## src/design/sorted_priority_ready_queue_assert.svh

```systemverilog
// Assertion macros for the sorted priority ready queue.
`ifndef SORTED_PRIORITY_READY_QUEUE_ASSERT_SVH
`define SORTED_PRIORITY_READY_QUEUE_ASSERT_SVH

// cond holds at every clock edge out of reset
`define SPQ_ASSERT_ALWAYS(lbl, cond, msg) \
  lbl: assert property (@(posedge clk) disable iff (!rst_n) (cond)) else $error(msg);

// same-cycle implication
`define SPQ_ASSERT_IMPL(lbl, ante, cons, msg) \
  lbl: assert property (@(posedge clk) disable iff (!rst_n) (ante) |-> (cons)) else $error(msg);

// next-cycle implication
`define SPQ_ASSERT_NEXT(lbl, ante, cons, msg) \
  lbl: assert property (@(posedge clk) disable iff (!rst_n) (ante) |=> (cons)) else $error(msg);

`endif

```

## src/design/spq_pkg.sv

```systemverilog
// Package: types and codes for the sorted priority ready queue.
`timescale 1ns / 1ps

package spq_pkg;

  localparam int DEPTH_DEF = 16;

  localparam logic OP_ENQUEUE = 1'b0;
  localparam logic OP_DEQUEUE = 1'b1;

  localparam logic [1:0] STATUS_DONE  = 2'd0;
  localparam logic [1:0] STATUS_EMPTY = 2'd1;
  localparam logic [1:0] STATUS_FULL  = 2'd2;

  typedef struct packed {
    logic [7:0]  proc_id;
    logic [15:0] arrival;
    logic [15:0] burst;
    logic [7:0]  prio;
    logic [15:0] remaining;
  } rec_t;

  typedef struct packed {
    logic        opcode;
    logic [7:0]  proc_id;
    logic [15:0] arrival;
    logic [15:0] burst;
    logic [7:0]  prio;
    logic [15:0] remaining;
  } in_item_t;

  typedef struct packed {
    logic [1:0]  status;
    logic [7:0]  out_id;
    logic [15:0] out_arrival;
    logic [15:0] out_burst;
    logic [7:0]  out_prio;
    logic [15:0] out_remaining;
    logic        now_empty;
    logic [4:0]  fill;
  } out_item_t;

endpackage

```

## src/design/sorted_priority_ready_queue.sv

```systemverilog
// Sorted priority ready queue: record memory walked by a small sequencer.
//
//  channel  ports                     transfer
//  in       start, busy, in_item      edge with start high and busy low
//  out      out_valid, out_item       every edge that ends an out_valid cycle
//
// An item keeps busy high until it is done; the result is strobed in the
// first cycle with busy low. Full/empty cases and enqueue into an empty queue
// finish in the dispatch state; an insertion walk or a dequeue shift moves one
// record per cycle through the record memory (one registered read, one write).
// Reset (synchronous, rst_n low) empties the queue; memory is not cleared.
// The receiver cannot stall: each result is on the ports for one cycle only.
`timescale 1ns / 1ps
`include "sorted_priority_ready_queue_assert.svh"

module sorted_priority_ready_queue #(
  parameter int DEPTH = spq_pkg::DEPTH_DEF
) (
  input  logic              clk,
  input  logic              rst_n,
  input  logic              start,
  output logic              busy,
  input  spq_pkg::in_item_t in_item,
  output logic              out_valid,
  output spq_pkg::out_item_t out_item
);

  localparam int AW = (DEPTH > 1) ? $clog2(DEPTH) : 1;
  localparam int CW = AW + 1;

  typedef enum logic [2:0] {
    S_IDLE,
    S_DISP,
    S_ENQ_CMP,
    S_ENQ_PUT,
    S_DEQ_HEAD,
    S_DEQ_SHIFT
  } state_t;

  state_t             state_r, state_nxt;
  logic [CW-1:0]      occ_r, occ_nxt;
  logic [AW-1:0]      pos_r, pos_nxt;
  spq_pkg::in_item_t  item_r, item_nxt;
  spq_pkg::rec_t      head_r, head_nxt;
  logic               out_valid_r, out_valid_nxt;
  spq_pkg::out_item_t out_r, out_nxt;

  // record memory
  spq_pkg::rec_t      mem [DEPTH];
  spq_pkg::rec_t      rd_data_r;
  logic               mem_we;
  logic [AW-1:0]      mem_wa;
  spq_pkg::rec_t      mem_wd;
  logic [AW-1:0]      mem_ra;

  spq_pkg::rec_t      new_rec;
  logic               fin;
  logic [1:0]         fin_status;
  logic               fin_head;
  spq_pkg::rec_t      fin_rec;
  logic [CW+4:0]      fill_ext;
  logic [CW:0]        pos_inc;

  assign new_rec = '{proc_id:   item_r.proc_id,
                     arrival:   item_r.arrival,
                     burst:     item_r.burst,
                     prio:      item_r.prio,
                     remaining: item_r.remaining};
  assign pos_inc = {1'b0, {1'b0, pos_r} + CW'(1)};

  always_comb begin
    state_nxt     = state_r;
    occ_nxt       = occ_r;
    pos_nxt       = pos_r;
    item_nxt      = item_r;
    head_nxt      = head_r;
    out_valid_nxt = 1'b0;
    out_nxt       = out_r;
    mem_we        = 1'b0;
    mem_wa        = '0;
    mem_wd        = new_rec;
    mem_ra        = '0;
    fin           = 1'b0;
    fin_status    = spq_pkg::STATUS_DONE;
    fin_head      = 1'b0;
    fill_ext      = '0;

    case (state_r)
      S_IDLE: begin
        if (start) begin
          item_nxt  = in_item;
          state_nxt = S_DISP;
        end
      end
      S_DISP: begin
        if (item_r.opcode == spq_pkg::OP_ENQUEUE) begin
          if (occ_r == CW'(DEPTH)) begin
            fin        = 1'b1;
            fin_status = spq_pkg::STATUS_FULL;
          end else if (occ_r == '0) begin
            mem_we  = 1'b1;
            mem_wa  = '0;
            occ_nxt = occ_r + CW'(1);
            fin     = 1'b1;
          end else begin
            // walk down from the tail; read data lands in ENQ_CMP
            pos_nxt   = occ_r[AW-1:0];
            mem_ra    = occ_r[AW-1:0] - AW'(1);
            state_nxt = S_ENQ_CMP;
          end
        end else begin
          if (occ_r == '0) begin
            fin        = 1'b1;
            fin_status = spq_pkg::STATUS_EMPTY;
          end else begin
            mem_ra    = '0;
            state_nxt = S_DEQ_HEAD;
          end
        end
      end
      S_ENQ_CMP: begin
        // rd_data_r holds entry pos_r-1
        mem_we = 1'b1;
        mem_wa = pos_r;
        if (rd_data_r.prio > item_r.prio) begin
          mem_wd  = rd_data_r;
          pos_nxt = pos_r - AW'(1);
          if (pos_r == AW'(1)) begin
            state_nxt = S_ENQ_PUT;
          end else begin
            mem_ra = pos_r - AW'(2);
          end
        end else begin
          occ_nxt = occ_r + CW'(1);
          fin     = 1'b1;
        end
      end
      S_ENQ_PUT: begin
        mem_we  = 1'b1;
        mem_wa  = '0;
        occ_nxt = occ_r + CW'(1);
        fin     = 1'b1;
      end
      S_DEQ_HEAD: begin
        head_nxt = rd_data_r;
        if (occ_r == CW'(1)) begin
          occ_nxt  = '0;
          fin      = 1'b1;
          fin_head = 1'b1;
        end else begin
          mem_ra    = AW'(1);
          pos_nxt   = AW'(1);
          state_nxt = S_DEQ_SHIFT;
        end
      end
      S_DEQ_SHIFT: begin
        // rd_data_r holds entry pos_r; move it up one place
        mem_we = 1'b1;
        mem_wa = pos_r - AW'(1);
        mem_wd = rd_data_r;
        if (pos_inc < {1'b0, occ_r}) begin
          mem_ra  = pos_inc[AW-1:0];
          pos_nxt = pos_inc[AW-1:0];
        end else begin
          occ_nxt  = occ_r - CW'(1);
          fin      = 1'b1;
          fin_head = 1'b1;
        end
      end
      default: begin
        state_nxt = S_IDLE;
      end
    endcase

    if (state_r == S_DEQ_HEAD) begin
      fin_rec = rd_data_r;
    end else begin
      fin_rec = head_r;
    end

    if (fin) begin
      fill_ext              = {5'b0, occ_nxt};
      state_nxt             = S_IDLE;
      out_valid_nxt         = 1'b1;
      out_nxt.status        = fin_status;
      out_nxt.out_id        = fin_head ? fin_rec.proc_id   : 8'd0;
      out_nxt.out_arrival   = fin_head ? fin_rec.arrival   : 16'd0;
      out_nxt.out_burst     = fin_head ? fin_rec.burst     : 16'd0;
      out_nxt.out_prio      = fin_head ? fin_rec.prio      : 8'd0;
      out_nxt.out_remaining = fin_head ? fin_rec.remaining : 16'd0;
      out_nxt.now_empty     = (occ_nxt == '0);
      out_nxt.fill          = fill_ext[4:0];
    end
  end

  always_ff @(posedge clk) begin
    if (!rst_n) begin
      state_r     <= S_IDLE;
      occ_r       <= '0;
      pos_r       <= '0;
      out_valid_r <= 1'b0;
    end else begin
      state_r     <= state_nxt;
      occ_r       <= occ_nxt;
      pos_r       <= pos_nxt;
      out_valid_r <= out_valid_nxt;
    end
    item_r <= item_nxt;
    head_r <= head_nxt;
    out_r  <= out_nxt;
  end

  always_ff @(posedge clk) begin
    if (mem_we) begin
      mem[mem_wa] <= mem_wd;
    end
    rd_data_r <= mem[mem_ra];
  end

  assign busy      = (state_r != S_IDLE);
  assign out_valid = out_valid_r;
  assign out_item  = out_r;

  `SPQ_ASSERT_ALWAYS(a_occ_range, occ_r <= CW'(DEPTH), "occupancy above depth")
  `SPQ_ASSERT_NEXT(a_accept_busy, start && !busy, busy,
                   "accepted item did not raise busy")
  `SPQ_ASSERT_IMPL(a_full_status, out_valid_r && out_r.status == spq_pkg::STATUS_FULL,
                   occ_r == CW'(DEPTH), "full status with room left")
  `SPQ_ASSERT_IMPL(a_empty_flag, out_valid_r, out_r.now_empty == (occ_r == '0),
                   "empty flag disagrees with occupancy")
  `SPQ_ASSERT_IMPL(a_shift_bound, state_r == S_DEQ_SHIFT, {1'b0, pos_r} < occ_r,
                   "shift index past occupancy")

endmodule

```

## config.mk

```make
export PLATFORM = sky130hd
export DESIGN_NAME = sorted_priority_ready_queue
export DESIGN_NICKNAME = d
export VERILOG_FILES = /design/src/design/spq_pkg.sv /design/src/design/sorted_priority_ready_queue.sv
export VERILOG_INCLUDE_DIRS = /design/src /design/src/design
export SDC_FILE = /design/constraint.sdc
export NUM_CORES = 2
export LEC_CHECK = 0
export BUFFER_PORTS_ARGS = -buffer_cell sky130_fd_sc_hd__buf_2
export CORE_MARGIN = 1.5
export CORE_UTILIZATION = 30
export CTS_CLUSTER_SIZE = 16
export DETAILED_ROUTE_END_ITERATION = 10
export GPL_ROUTABILITY_DRIVEN = 1
export PLACE_DENSITY_LB_ADDON = 0.08
export REMOVE_ABC_BUFFERS = 1
export SKIP_LAST_GASP = 1
export SLEW_MARGIN = 20
export SYNTH_ARGS = -nofsm -noshare
export SYNTH_HDL_FRONTEND = slang
export SYNTH_SLANG_ARGS = --single-unit
```

## constraint.sdc

```tcl
create_clock -name clk -period 13 [get_ports clk]
set_clock_uncertainty 0.1 [all_clocks]
set_input_delay 2.6 -clock clk [delete_from_list [all_inputs] [get_ports clk]]
set_output_delay 2.6 -clock clk [all_outputs]
set_load 0.03 [all_outputs]
```

### Yosys cells after proc, flatten, opt, wreduce, memory -nomap -nowiden

Memories as Yosys holds them, arrays and structs flattened. A register that Yosys moved wholly into a read port is not among the register bits.
Index checks and enable logic that the tools add are counted.

| word-level totals | value |
|---|---|
| register bits after elaboration | 214 |
| bits in writable memories | 1024 |
| bits of input ports | 68 |
| output and inout port bits | 74 |
| word-level logic and storage cells | 114 |
| memories kept | 1 |

| cells by class | value |
|---|---|
| add/sub/neg operators | 6 |
| $lt $le $gt $ge | 2 |
| equality and inequality tests | 17 |
| muxes and demuxes | 52 |
| bitwise gates (word level) | 2 |
| reduce and logical (&&, ||, !) cells | 11 |

Memories:

| name | words | width | rd ports | clocked after memory_dff | wr ports | line | text |
|---|---|---|---|---|---|---|---|
| mem | 16 | 64 | 1 | 1 | 1 | sorted_priority_ready_queue.sv:49 | `spq_pkg::rec_t mem [DEPTH];` |

Operator list:

| cell | count |
|---|---|
| 64-bit two-way mux | 2 |
| 64-bit one-hot mux with 2 select lines | 1 |
| 4-bit two-way mux | 12 |
| 4-bit one-hot mux with 4 select lines | 2 |
| 5-bit two-way mux | 6 |
| 5-bit one-hot mux with 5 select lines | 1 |
| 3-bit two-way mux | 8 |
| 2-bit inequality test, second input constant | 8 |
| 3-bit one-hot mux with 5 select lines | 1 |
| 7-bit AND reduction | 2 |
| 1-bit two-way mux | 13 |
| 5-bit zero test | 2 |
| 8-bit > comparator | 1 |
| 4-bit one-hot mux with 2 select lines | 1 |
| 4-bit by 1-bit subtractor with 4-bit output, second input constant | 2 |
| 3-bit by 2-bit equality test with 1-bit output, second input constant | 2 |
| 3-bit equality test, second input constant | 2 |
| 4-bit by 1-bit adder with 5-bit output, second input constant | 1 |
| 5-bit by 1-bit adder with 5-bit output, second input constant | 1 |
| 5-bit by 1-bit equality test with 1-bit output, second input constant | 1 |
| 5-bit equality test, second input constant | 1 |
| 5-bit < comparator | 1 |
| 1-bit one-hot mux with 5 select lines | 1 |
| 5-bit by 1-bit subtractor with 5-bit output, second input constant | 1 |
| other kinds (13) | 17 |

### Depth between registers and ports, before layout

| logic depth | value |
|---|---|
| depth in word-level cells | 7 |
| depth in mapped cells | 15 |
| depth with buffers taken out | 12 |

### Worst setup path before layout

OpenSTA, ideal clock, no wires.

| timing | value |
|---|---|
| path kind | register -> register |
| start | reg occ_r[0] |
| end | mem mem[12][0] in the netlist's numbering (enable) |
| setup time | 0.486 ns |
| arrival time | 4.626 ns |
| path slack | 7.788 ns |
| cell stages (with the launch flop) | 8 |
| path buffers | 1 |
| period minus slack after synthesis | 5.212 ns |
| cell sequence | dfxtp_1 clkbuf_1 inv_1 ha_1 or4b_2 nand2b_1 a32o_1 nor2_1 |

| between the ends | value |
|---|---|
| cells in the longest elaborated chain, start to end | 7 |
| elaborated cells between the ends (all ways) | 8 |
| classes of those cells | 1 x eq/ne; 6 x mux; 1 x reduce/logical |

RTL lines:

| what | line | text |
|---|---|---|
| from (decl) | sorted_priority_ready_queue.sv:41 | `logic [CW-1:0] occ_r, occ_nxt;` |
| from (signal assigned) | sorted_priority_ready_queue.sv:204 | `occ_r <= occ_nxt;` |
| 5-bit zero test | sorted_priority_ready_queue.sv:100 | `end else if (occ_r == '0) begin` |
| 1-bit two-way mux | sorted_priority_ready_queue.sv:100 |  |
| 1-bit two-way mux (*) | sorted_priority_ready_queue.sv:97 | `if (occ_r == CW'(DEPTH)) begin` |
| 1-bit two-way mux (*) | sorted_priority_ready_queue.sv:96 | `if (item_r.opcode == spq_pkg::OP_ENQUEUE) begin` |
| 1-bit one-hot mux with 2 select lines (*) | sorted_priority_ready_queue.sv:88 | `case (state_r)` |
| 1-bit two-way mux (*) | sorted_priority_ready_queue.sv:214 | `if (mem_we) begin` |
| 1-bit two-way mux (not written as such) (*) | sorted_priority_ready_queue.sv:215 | `mem[mem_wa] <= mem_wd;` |
| to (decl) | sorted_priority_ready_queue.sv:49 |  |

Mark *: on every way between the ends. The rest lies on a longest branch, timed or not.

### Worst setup path in the final report

| timing | value |
|---|---|
| start | reg pos_r[0] |
| end | reg, netlist name rd_data_r[3] |

| between the ends | value |
|---|---|
| cells in the longest elaborated chain, start to end | 4 |
| elaborated cells between the ends (all ways) | 8 |
| classes of those cells | 2 x add/sub; 1 x order compare; 1 x eq/ne; 4 x mux |

RTL lines:

| what | line | text |
|---|---|---|
| from (decl) | sorted_priority_ready_queue.sv:42 | `logic [AW-1:0] pos_r, pos_nxt;` |
| from (signal assigned) | sorted_priority_ready_queue.sv:205 | `pos_r <= pos_nxt;` |
| 4-bit by 1-bit adder with 5-bit output (tied with other cells) | sorted_priority_ready_queue.sv:69 | `assign pos_inc = {1'b0, {1'b0, pos_r} + CW'(1)};` |
| 5-bit < comparator or 4-bit two-way mux (tied branches) | sorted_priority_ready_queue.sv:161, sorted_priority_ready_queue.sv:128 |  |
| 4-bit two-way mux, on equally long branches | sorted_priority_ready_queue.sv:161, sorted_priority_ready_queue.sv:125 |  |
| 4-bit one-hot mux with 4 select lines (*) | sorted_priority_ready_queue.sv:88 |  |

Marked as above.
A chain may end at the register's enable or synchronous reset.

==> out/summary.md <==
The run gives 0.0500 mm² as the post-synth design cell area. After clock tree synthesis, the clock-pin slew on the worst setup and hold paths is 0.06 ns. The H-tree was split into 4 levels. Detailed routing placed a total of 72,200 µm of wire on met2. TritonCTS built the clock tree. The worst setup path is launched from a register. Among all flip-flop cells after synthesis, the most frequent one is edfxtp_1.

The via count of the first global-routing pass was 30.0k. The worst setup path is of the reg -> reg kind. The commonest cells after synthesis are edfxtp_1 (1,161), nand2_1 (741), o21ai_0 (150).

The first TritonRoute pass finished after 10 iterations. The run gives 0 as the total count of hold-check failures in the final report. The logs give 149 for the number of rows in the core area and 35.1% for the final cell utilization of the core.

Remaining routing DRC violations: 22. Summing all non-filler instances in the final layout gives an area of 0.0580 mm². Summed over all layers, the global routing overflow is 0. The worst register-to-register path begins at pos_r[0]. The pin count of the biggest net entering global routing is 144. The cell accounting for the most synthesized area is edfxtp_1. The number of sinks driven by the clock tree was 1,302. The average wire per cell in the routed design was 26.3 µm. In the final layout, the share of cells above drive strength 1 is 14.3%. The routed design could run at a clock period as short as 6.07 ns. Summed over all cells, the static leakage comes to 20.1 nW.

The area inside the core boundary came out at 0.165 mm². The number of instances in the synthesized netlist was 3,415. The run finished, with violations left. For this block, the initial DRC count from the detailed router was 2,017. At the later pin of the worst-skew pair, clock insertion delay measures 0.79 ns. For the routed wire length, the log shows 155,000 µm. VDD sags by at most 0.149 mV. Detailed routing inserted a total of 29.7k vias.

After the last flow step, the layout net total stands at 3,651. The die span in x was 411 µm; the area taken by flip-flops and latches was 0.0377 mm². Averaged over all synthesized cells, the footprint is 14.6 µm². Dividing total power by cell area gives a power density of 198 mW/mm². Across every metal layer, demand over resource in global routing totals 18.2%. The top layer reached by signal wires was met5.

Setup slack on the worst reg-to-reg path comes out at 6.93 ns. The count of buffers added by post-CTS timing repair for setup is 0, and the worst setup slack after layout is 6.93 ns. Setup repair after global routing left no endpoint under its margin. The pre-CTS setup slack was 6.97 ns; the initial cell density of the core was 30.2%.

The first global-routing pass estimated 221,000 µm of wire. In the routed layout, each cell is associated on average with a via count of 5.05. The final-layout fill cell count was 16.1k; the worst slew slack as a fraction of its limit was 20.5%.

The worst register-to-register path ends at rd_data_r[3]. By area the synthesized netlist is led by edfxtp_1 (70%), dfxtp_1 (5.7%), nand2_1 (5.6%). The share of synthesized area in the top cell type comes to 69.8%.

Across the run, the number of max-cap violations was 0. The number of antenna violations at the first check in global routing came out at 5. The max-slew violation count is 0, and the number of warnings issued by yosys is 0.

For this design the top-level I/O count stands at 142. The endpoint type of the worst setup path was a register. The number of cell instances on the worst register-to-register path is 13, and the top achievable clock speed is 165 MHz.

The weighted congestion at the end of routability-driven global placement was 0.740; the area of the multi-input gates was 0.0114 mm². Vertical extent of the die: 411 µm. After detailed routing, the wire length on met1 is 73,200 µm. The tools report the final non-filler cell total as 5,877. At the worst endpoint, the arrival time is 6.63 ns.

After routing, the total negative slack on setup checks comes to 0 ns. In this run the cell area measured after placement is 0.0533 mm². Along the worst path, the maximum fanout reaches 56. For the count of distinct cell types in the synthesized netlist, the log shows 64.

The logs give 75.4% for the sequential area share after synthesis and 0 for the number of routed nets with antenna violations. TritonCTS created 152 clock buffers. In this run the worst hold path is classified as reg -> reg.

Dividing the final minimum period by the clock period gives 46.7%. The die covers 0.169 mm². The port buffer count was 141; the number of instances in the placed design was 5,593. The met3 wirelength from detailed routing came out at 6170 µm. The number of flops mapped to enable cells by yosys came out at 1,161. The worst hold path was traced through 2 stages. The tools report the origin of the worst min-delay path as head_r[11].

Data on the critical path is required at its endpoint by 13.56 ns. The library cell with the highest instance count after synthesis is edfxtp_1. The maximum count of clock buffers along a single path was 3; the post-cts resize count was 0. The post-synthesis async set-or-reset flop share is 0%, and the flip-flop and latch count after synthesis is 1,302.

Hold buffer count at CTS: 0. End point of the most critical hold path: head_r[11]. At the pin with the least slew margin, the transition time is 1.19 ns. Clock tree synthesis selected as its root buffer the cell clkbuf_16. The wire-length estimate of the detail-placed layout is 75,400 µm. The final reports fail on design-rule violations. Setup violations remaining at the end of the flow were counted as 0. Relative to the synthesized area, the layout overhead comes to 16.1%.
[logic make-up (layout without fill, tap and decap cells)]
kind of cell / count (synthesis) / count (layout) / synth area share [%]
flip-flops: 1302 / 1302 / 75.4
AND/OR/NAND/NOR: 1106 / 1106 / 9.77
AO/OA/AOI/OAI: 542 / 542 / 8.04
buffers and inverters: 247 / 518 / 2.13
multiplexers: 186 / 186 / 3.87
adder cells (fa/ha/maj): 25 / 25 / 0.626
XOR/XNOR: 7 / 7 / 0.123
other: 0 / 2 / 0
[power breakdown]
part / leakage (nW) / total [mW] / switching, mW / internal [mW]
combinational: 6.05 / 1.89 / 1.41 / 0.481
clock: 2.32 / 4.10 / 1.72 / 2.38
sequential: 11.7 / 5.51 / 0.206 / 5.30
total: 20.1 / 11.5 / 3.34 / 8.16
[registers in the layout (all words and copies together) (netlist names)]
signal	cells
head_r	64
state_r	3
item_r	65
out_valid	1
pos_r	4
out_item	72
mem	1024
rd_data_r	64
occ_r	5
[routing by layer]
metal,global-route usage [%],vias to the layer above
met5,0,-
met4,4.45,2
met3,2.98,196
met2,29.2,600
met1,25.5,15500
li1,-,13400
[worst max path at each step]
| stage | start | end | slack (ns) | depth (start not counted) |
|---|---|---|---|---|
| finish | pos_r[0] | rd_data_r[3] | 6.93 | 13 |
| global route | pos_r[0] | rd_data_r[3] | 6.39 | 13 |
| CTS | pos_r[0] | rd_data_r[3] | 6.92 | 13 |
| detailed placement | pos_r[0] | rd_data_r[34] | 6.97 | 13 |
| global placement | pos_r[0] | rd_data_r[34] | 7.12 | 13 |
| floorplan | state_r[1] | rd_data_r[62] | -2.40 | 8 |
[worst max-delay path, cell delays in order, from the launching register on]
cell       delay (ns)
dfxtp_1          0.65
inv_1            0.21
ha_1             0.44
ha_1             0.31
a21boi_0         0.12
o2111ai_1        0.37
nand2_1          0.21
a2bb2oi_1        0.22
o22ai_1          0.37
nor2b_4          0.69
buf_4            0.85
buf_4            0.82
a221oi_1         0.25
a32o_1           0.26
[through the flow]
stage / total power, mW / hold slack [ns]
2_1_floorplan: 6.69 / 0.312
3_3_place_gp: 7.54 / 0.323
3_5_place_dp: 7.54 / 0.327
4_1_cts: 11.7 / 0.342
5_1_grt: 12.0 / 0.357
6_report: 11.5 / 0.339
[placed cells by master (no fill, tap or decap), types with 11 or more instances in the layout]
cell and n:
a32oi_1 128, nor3_1 11, mux2_2 57, clkinv_2 20
clkbuf_1 53, or3_1 131, dfxtp_1 141, edfxtp_1 1161
nand2_1 738, a21oi_1 24, clkbuf_16 155, buf_4 72
clkinv_1 19, clkbuf_8 17, a32o_1 66, nor2_1 26
ha_1 24, nand3_1 68, a221oi_1 65, nor2_4 20
and3_1 67, inv_1 19, mux2i_1 129, a31oi_1 67
o21ai_0 149, buf_2 141
[area by class of cell]
| cell class | instances | area share [%] |
|---|---|---|
| multi-input combinational | 1866 | 19.7 |
| clock inverter | 57 | 0.768 |
| timing repair buffer | 216 | 2.26 |
| sequential | 1302 | 65.0 |
| tap | 2189 | 4.72 |
| antenna | 2 | 0.00863 |
| inverter | 20 | 0.129 |
| clock buffer | 225 | 7.43 |
Power figures use the tool's default switching activity.
